`config.mk`:
```
export PLATFORM = sky130hd
export DESIGN_NAME = gt2_ctrl
export DESIGN_NICKNAME = d
export VERILOG_FILES = /design/src/gt2_pkg.sv /design/src/gt2_ctrl.sv
export SDC_FILE = /design/constraint.sdc
export NUM_CORES = 1
export LEC_CHECK = 0
export ABC_AREA = 1
export BUFFER_PORTS_ARGS = -buffer_cell sky130_fd_sc_hd__buf_4
export CORE_AREA = 2 2 39 41
export CTS_CLUSTER_SIZE = 8
export DETAILED_ROUTE_END_ITERATION = 6
export DIE_AREA = 0 0 41 43
export GPL_TIMING_DRIVEN = 0
export MAX_ROUTING_LAYER = met4
export PLACE_DENSITY = 0.65
export SLEW_MARGIN = 20
export SYNTH_ARGS = -nofsm -noshare
export SYNTH_HDL_FRONTEND = slang
export SYNTH_SLANG_ARGS = --single-unit
```
`constraint.sdc`:
```
create_clock -name i_clk -period 1.8 [get_ports i_clk]
set_input_delay 0.27 -clock i_clk [delete_from_list [all_inputs] [get_ports i_clk]]
set_output_delay 0.27 -clock i_clk [all_outputs]
set_load 0.1 [all_outputs]
```
`src/gt2_pkg.sv`:
```
// shared constants, operand codes and controller/datapath link types for the two-row g test
package gt2_pkg;

    localparam int COUNT_BITS  = 20;
    localparam int MAX_COLUMNS = 16;
    localparam int ROW_BITS    = COUNT_BITS + 4;
    localparam int X_BITS      = ROW_BITS + 1;
    localparam int K_BITS      = $clog2(X_BITS);
    localparam int FRAC_BITS   = 32;
    localparam int IT_BITS     = $clog2(FRAC_BITS);
    localparam int L_BITS      = K_BITS + FRAC_BITS + 1;
    localparam int CNT_BITS    = $clog2(MAX_COLUMNS + 1);
    localparam int ACC_BITS    = 64;
    localparam int G_BITS      = 40;

    localparam logic [FRAC_BITS-1:0] LN2_Q32 = 32'd2977044472;

    typedef enum logic [2:0] {
        OP_U,
        OP_A,
        OP_UA,
        OP_RU,
        OP_RA,
        OP_RT
    } t_operand;

    typedef struct packed {
        logic     load;
        logic     start;
        t_operand sel;
        logic     acc_add;
        logic     acc_sub;
        logic     finish;
    } t_dp_cmd;

    typedef struct packed {
        logic log_done;
        logic take;
        logic last;
        logic out_busy;
    } t_dp_sts;

endpackage

```
`src/gt2_ctrl.sv`:
```
// controller: sequences three x*ln(x) terms per column, three more after the last column, then the result
module gt2_ctrl import gt2_pkg::*; (
    input  logic    i_clk,
    input  logic    i_rst_n,
    input  logic    i_in_valid,
    output logic    o_in_ready,
    input  t_dp_sts i_sts,
    output t_dp_cmd o_cmd
);

    typedef enum logic [2:0] {
        C_IDLE, C_CHECK, C_START, C_WAIT, C_FINISH
    } t_state;

    t_state   r_state;
    t_operand r_op;
    logic     add_term;

    assign o_in_ready = (r_state == C_IDLE);
    assign add_term   = (r_op == OP_U) || (r_op == OP_A) || (r_op == OP_RT);

    always_comb begin
        o_cmd         = '0;
        o_cmd.sel     = r_op;
        o_cmd.load    = (r_state == C_IDLE) && i_in_valid;
        o_cmd.start   = (r_state == C_START);
        o_cmd.acc_add = (r_state == C_WAIT) && i_sts.log_done && add_term;
        o_cmd.acc_sub = (r_state == C_WAIT) && i_sts.log_done && !add_term;
        o_cmd.finish  = (r_state == C_FINISH) && !i_sts.out_busy;
    end

    always_ff @(posedge i_clk) begin
        if (!i_rst_n) begin
            r_state <= C_IDLE;
            r_op    <= OP_U;
        end else begin
            case (r_state)
                C_IDLE: begin
                    if (i_in_valid) r_state <= C_CHECK;
                end
                C_CHECK: begin
                    if (i_sts.take) begin
                        r_op    <= OP_U;
                        r_state <= C_START;
                    end else if (i_sts.last) begin
                        r_op    <= OP_RU;
                        r_state <= C_START;
                    end else begin
                        r_state <= C_IDLE;
                    end
                end
                C_START: begin
                    r_state <= C_WAIT;
                end
                C_WAIT: begin
                    if (i_sts.log_done) begin
                        case (r_op)
                            OP_U:  begin r_op <= OP_A;  r_state <= C_START; end
                            OP_A:  begin r_op <= OP_UA; r_state <= C_START; end
                            OP_UA: begin
                                if (i_sts.last) begin
                                    r_op    <= OP_RU;
                                    r_state <= C_START;
                                end else begin
                                    r_state <= C_IDLE;
                                end
                            end
                            OP_RU: begin r_op <= OP_RA; r_state <= C_START; end
                            OP_RA: begin r_op <= OP_RT; r_state <= C_START; end
                            OP_RT: r_state <= C_FINISH;
                            default: r_state <= C_IDLE;
                        endcase
                    end
                end
                C_FINISH: begin
                    // wait for the previous result beat to drain
                    if (!i_sts.out_busy) r_state <= C_IDLE;
                end
                default: r_state <= C_IDLE;
            endcase
        end
    end

endmodule

```
==> results of run 1 <==
## layout by cell type (no fill, tap or decap), types with 3 or more instances in the layout
master / count
dfxtp_2: 3
inv_1: 12
o21ai_0: 3
nand2_1: 17
nor2_2: 3
nor2_1: 11
a21oi_1: 7
clkbuf_4: 3
nand3_1: 8
buf_4: 15
## metrics by stage
step	power (mW)	cell area (µm²)
floorplan	0.500	483
detailed placement	0.580	616
CTS	0.724	646
global route	0.758	647
finish	0.715	647
global placement	0.575	616
## layer usage
metal  up-vias  GRT usage  part of all wire
met5         -          -                 0
met4         0      0.100            0.0051
met3         2     0.0157             0.044
met2        12      0.225              0.52
met1       245      0.205              0.43
li1        292          -                 -
## registers in the layout (all words and copies together) (netlist names)
| name | count |
|---|---|
| r_op | 3 |
| r_state | 3 |
## area by class of cell
class	count	area, µm²	share of cell area
flip-flops and latches	6	128	0.197
repair buffers	15	113	0.174
inverters	13	48.8	0.0754
well taps	16	20.0	0.0309
multi-input cells	60	312	0.482
clock buffers	4	26.3	0.0406
## synthesized netlist by cell type, drive strengths merged
cell   instances
o21ai          5
nand2         19
nand3          9
nor3           2
inv           13
nor2          15
and3           1
dfxtp          6
nand4          2
a21oi          7
## report_power, final
part	total [mW]	internal, mW	switching (mW)
Sequential	0.186	0.153	0.0327
Combinational	0.396	0.0930	0.303
Clock	0.134	0.0841	0.0500
## worst register-to-register path, delay by kind of cell (launching register included)
| kind | cells | cell delay (ns) |
|---|---|---|
| flops | 1 | 0.42 |
| compound gates | 1 | 0.05 |
| simple gates | 6 | 0.67 |
## cells by family (layout without fill, tap and decap cells)
kind of cell | count (synthesis) | in the layout | share of synthesized area
AND/OR/NAND/NOR | 48 | 48 | 0.490
flip-flops | 6 | 6 | 0.267
AO/OA/AOI/OAI | 12 | 12 | 0.134
buffers and inverters | 13 | 32 | 0.109
## worst min path at each step
stage                                    start  cells past startpoint                   end
after detailed placement  r_op[0]$_SDFFE_PN0P_                      2  r_op[0]$_SDFFE_PN0P_
after CTS                              i_rst_n                      3  r_op[1]$_SDFFE_PN0P_
after global routing                   i_rst_n                      3  r_op[1]$_SDFFE_PN0P_
final                                  i_rst_n                      3  r_op[1]$_SDFFE_PN0P_
after floorplan                        i_rst_n                      2  r_op[1]$_SDFFE_PN0P_
after global placement    r_op[0]$_SDFFE_PN0P_                      2  r_op[0]$_SDFFE_PN0P_
## what timing repair did
item,in CTS,in global routing
resized for setup,1,1
setup buffers,0,0
setup endpoints to repair,1,1
pin swaps,0,0
==> results.py, run 1 <==
metrics = {
    "die": {
        "core_um2": 1380,
        "initial_core_util": 0.325,
        "rows": 14,
        "dieHeight_um": 43,
        "ioPinCount": 16,
        "dieArea_um2": 1760,
        "die_x_um": 41,
    },
    "layout": {
        "postLayoutCoreUtil": 0.467,
        "stdcell_count": 114,
        "syn_to_final_growth_pct": 44.0,
        "n_antenna_cell": 0,
        "fin_nets": 106,
        "drive_gt1_frac": 0.347,
        "fillCellCount": 152,
    },
    "critical_path": {
        "cp-endpoint": "o_cmd[1]",
        "required_ns": 1.53,
        "path_max_fanout": 8,
        "crit_path_end_kind": "primary output",
        "critPathSlowestCell": "dfxtp_1",
        "cpLargestDelayFamily": "simple AND/OR/NAND/NOR gates",
        "setup.worst_path.start": "r_state[0]$_SDFFE_PN0P_",
        "ff2ff_path_depth": 7,
        "r2r-end": "r_state[1]$_SDFFE_PN0P_",
        "slowest_delay_ns": 0.42,
        "ff2ff_setup_slack_ns": 0.54,
        "arrival_ns": 1.43,
        "path_buf_inv": 1,
        "critical_path_class": "reg -> out",
        "r2r_start": "r_state[0]$_SDFFE_PN0P_",
        "cp-start-kind": "flip-flop",
        "path_cells": "nand2_2 > nor2_4 > and3_4 > buf_4",
        "cp.depth": 4,
    },
    "sta": {
        "worst_pin_slew_ns": 0.280,
        "fin_tns_setup_ns": 0,
        "fmax_mhz": 588,
        "relSlewSlack": 0.815,
        "hold_viol_final": 0,
        "finalCriticalPeriod_ns": 1.70,
        "maxSlewViolCount": 0,
        "skew_ns": 0.00515,
        "setup_ws_ns": 0.0996,
        "setup_viol": 0,
        "hold_ws_ns": 0.279,
        "rsz0062_at_grt": "no",
        "post-route-period-util": 0.945,
    },
    "drt": {
        "drt_iter0_drc": 7,
        "dr.pass1.iters": 4,
        "ant_nets": 0,
        "drt-total-wl_um": 1170,
        "vias": 551,
        "drt-vias-per-instance": 4.83,
        "drcViolationCount": 0,
        "routedWlPerCell_um": 10.2,
    },
    "synth": {
        "synth_top_area_share": 0.267,
        "synth.avg_cell_area_um2": 5.69,
        "syn_nets": 86,
        "yosysWarnings": 0,
        "netlist_top_cells_area": "dfxtp_1 27%, nand2_1 14%, nor2_1 12%",
        "ys_types": 15,
        "synth_top_cell_by_area": "dfxtp_1",
        "ys_seq_area_frac": 0.267,
        "synthCells": 79,
        "ys_seq_elements": 6,
        "synth_area_um2": 449,
    },
    "global_route": {
        "grt_overflow": 0,
        "grt_max_degree": 9,
        "antenna_found_initial": 0,
        "grt_use_total": 0.158,
        "grt_pass1_wl_um": 1860,
        "grt_pass1_vias": 482,
    },
    "clocking": {
        "cts_hold_buffers": 0,
        "cts-root-buf": "clkbuf_4",
        "tritoncts": "yes",
        "clock_latency_ns": 0.24,
        "cts.htree.levels": 1,
        "path_clk_slew_ns": 0.05,
        "cts_made_buffers": 3,
        "clkSinkCount": 6,
        "clk_path_buf_depth": 2,
    },
    "power_and_ir_drop": {
        "power.leakage_nw": 0.307,
        "peakVddDrop_mv": 0.544,
        "power.density_nw_per_um2": 1110,
    },
    "placement": {
        "post-place-ws_ns": 0.251,
        "place_congestion": 0.711,
        "dpl.hpwl_um": 922,
        "dp.cells": 110,
        "io_buffer_count": 15,
    },
    "outcome": {
        "outcome": "completed",
    },
    "worst_hold_path": {
        "min_path_type": "in -> reg",
    },
    "job": {
        "cap_violations": 0,
    },
}
Note: power is estimated with default switching activity, not from simulation.
==> inputs of run 2 (changes only) <==
Settings changed: CORE_AREA 2 2 39 41 to not set, CORE_UTILIZATION set to 32, DIE_AREA 0 0 41 43 to not set, PLACE_DENSITY 0.65 to not set.
==> run 2 against run 1 <==
Against the previous run:
- first-iteration DRC count grew to 2.6 times the previous value
- critical path depth unchanged
- combinational power decreased by 1%
- flip-flop and latch count unchanged
- non-clock buffer count did not move
- worst hold slack improved by 0.0080 ns
- sequential share of layout area about the same
- register-to-register slack better by 0.04 ns
- sequential power barely moved
- clock-buffer cell count stayed put
- largest cell class unchanged
- maximum frequency rose by 1.8%
==> results.py, run 2 (synthesis results as in run 1) <==
metrics = {
    "sta": {
        "setup_viol": 0,
        "worst_pin_slew_ns": 0.280,
        "finalCriticalPeriod_ns": 1.67,
        "hold_viol_final": 0,
        "maxSlewViolCount": 0,
        "post-route-period-util": 0.928,
        "fmax_mhz": 599,
        "hold_ws_ns": 0.287,
        "rsz0062_at_grt": "no",
        "skew_ns": 0.00817,
        "relSlewSlack": 0.815,
        "fin_tns_setup_ns": 0,
    },
    "drt": {
        "drt-vias-per-instance": 4.81,
        "drt_iter0_drc": 18,
        "vias": 544,
        "drcViolationCount": 0,
        "ant_nets": 0,
        "drt-total-wl_um": 1080,
        "dr.pass1.iters": 4,
        "routedWlPerCell_um": 9.53,
    },
    "die": {
        "rows": 13,
        "ioPinCount": 16,
        "initial_core_util": 0.345,
        "die_x_um": 39.5,
        "core_um2": 1300,
        "dieHeight_um": 39.5,
        "dieArea_um2": 1560,
    },
    "critical_path": {
        "r2r-end": "r_op[0]$_SDFFE_PN0P_",
        "path_max_fanout": 8,
        "setup.worst_path.start": "r_state[0]$_SDFFE_PN0P_",
        "cp-start-kind": "flip-flop",
        "slowest_delay_ns": 0.41,
        "path_cells": "nand2_2 > nor2_4 > and3_4 > buf_4",
        "ff2ff_setup_slack_ns": 0.58,
        "ff2ff_path_depth": 6,
        "required_ns": 1.53,
        "arrival_ns": 1.40,
        "crit_path_end_kind": "primary output",
        "r2r_start": "r_state[2]$_SDFFE_PN0P_",
        "critPathSlowestCell": "dfxtp_1",
        "critical_path_class": "reg -> out",
    },
    "worst_hold_path": {
        "holdPathStages": 3,
        "min-delay-start": "i_rst_n",
        "worstHoldEndpoint": "r_op[1]$_SDFFE_PN0P_",
        "min_path_type": "in -> reg",
    },
    "global_route": {
        "grt_max_degree": 9,
        "grt_overflow": 0,
        "grt_pass1_wl_um": 1670,
        "antenna_found_initial": 0,
        "grt_pass1_vias": 419,
        "grt_use_total": 0.159,
    },
    "clocking": {
        "tritoncts": "yes",
        "cts-root-buf": "clkbuf_4",
        "cts_hold_buffers": 0,
        "path_clk_slew_ns": 0.05,
        "cts_made_buffers": 3,
        "clock_latency_ns": 0.24,
        "clk_path_buf_depth": 2,
        "clkSinkCount": 6,
        "cts.htree.levels": 1,
    },
    "placement": {
        "dpl.hpwl_um": 877,
        "place_congestion": 0.743,
        "io_buffer_count": 15,
        "place_area_um2": 614,
    },
    "power_and_ir_drop": {
        "peakVddDrop_mv": 0.475,
        "power.density_nw_per_um2": 1090,
        "power.leakage_nw": 0.307,
        "power.total_mw": 0.707,
    },
    "layout": {
        "final_area_um2": 646,
        "n_antenna_cell": 0,
        "syn_to_final_growth_pct": 43.7,
        "drive_gt1_frac": 0.347,
        "register_area_um2": 128,
        "reg_top3": "r_op: 3 flops, r_state: 3 flops",
        "final_cell_mix": "17 x nand2_1, 15 x buf_4, 12 x inv_1",
        "fillCellCount": 147,
        "multi_input_area_um2": 312,
        "fin_nets": 106,
        "mostFrequentLayoutCell": "nand2_1",
    },
    "outcome": {
        "outcome": "completed",
    },
    "job": {
        "cap_violations": 0,
    },
}
## run 2: layer usage
metal | global-route usage | up-vias | wire, µm
li1 | - | 295 | -
met1 | 0.218 | 241 | 523
met2 | 0.217 | 8 | 521
met3 | 0.0341 | 0 | 32
met4 | 0.0776 | 0 | 0
met5 | - | - | 0
## run 2: per-stage QoR
stage / setup WS (ns) / utilization / cells
after floorplan: -0.240 / - / 79
after global placement: 0.276 / 0.472 / 109
after detailed placement: 0.281 / 0.472 / 109
after CTS: 0.00702 / 0.492 / 113
after global routing: 0.0309 / 0.496 / 113
final: 0.130 / 0.496 / 113
## run 2: layout make-up
class                   instances  area share
inverters                      13      0.0756
flip-flops and latches          6       0.198
repair buffers                 15       0.174
multi-input cells              60       0.483
clock buffers                   4      0.0407
well taps                      15      0.0291
## run 2: report_power, final
part	internal [mW]	switching, mW	total, mW
clock	0.0838	0.0460	0.130
sequential	0.153	0.0332	0.186
combinational	0.0930	0.298	0.391
total	0.330	0.377	0.707
## run 2: how the worst max path moves through the flow
| stage | endpoint | slack [ns] | cells after the start |
|---|---|---|---|
| 3_5_place_dp | o_cmd[1] | 0.28 | 4 |
| 4_1_cts | o_cmd[1] | 0.007 | 4 |
| 2_1_floorplan | o_cmd[7] | -0.24 | 3 |
| 5_1_grt | o_cmd[1] | 0.03 | 4 |
| 3_3_place_gp | o_cmd[1] | 0.28 | 4 |
| 6_report | o_cmd[1] | 0.13 | 4 |
## run 2: critical path: cells and delay by family (launching register included)
kind / cells / cell delay, ns
simple gates: 3 / 0.47
flops: 1 / 0.41
buf+inv: 1 / 0.28
## run 2: timing repair
action,in CTS,in global routing
endpoints found under the setup margin,0,2
setup buffers,0,0
resized for setup,0,2
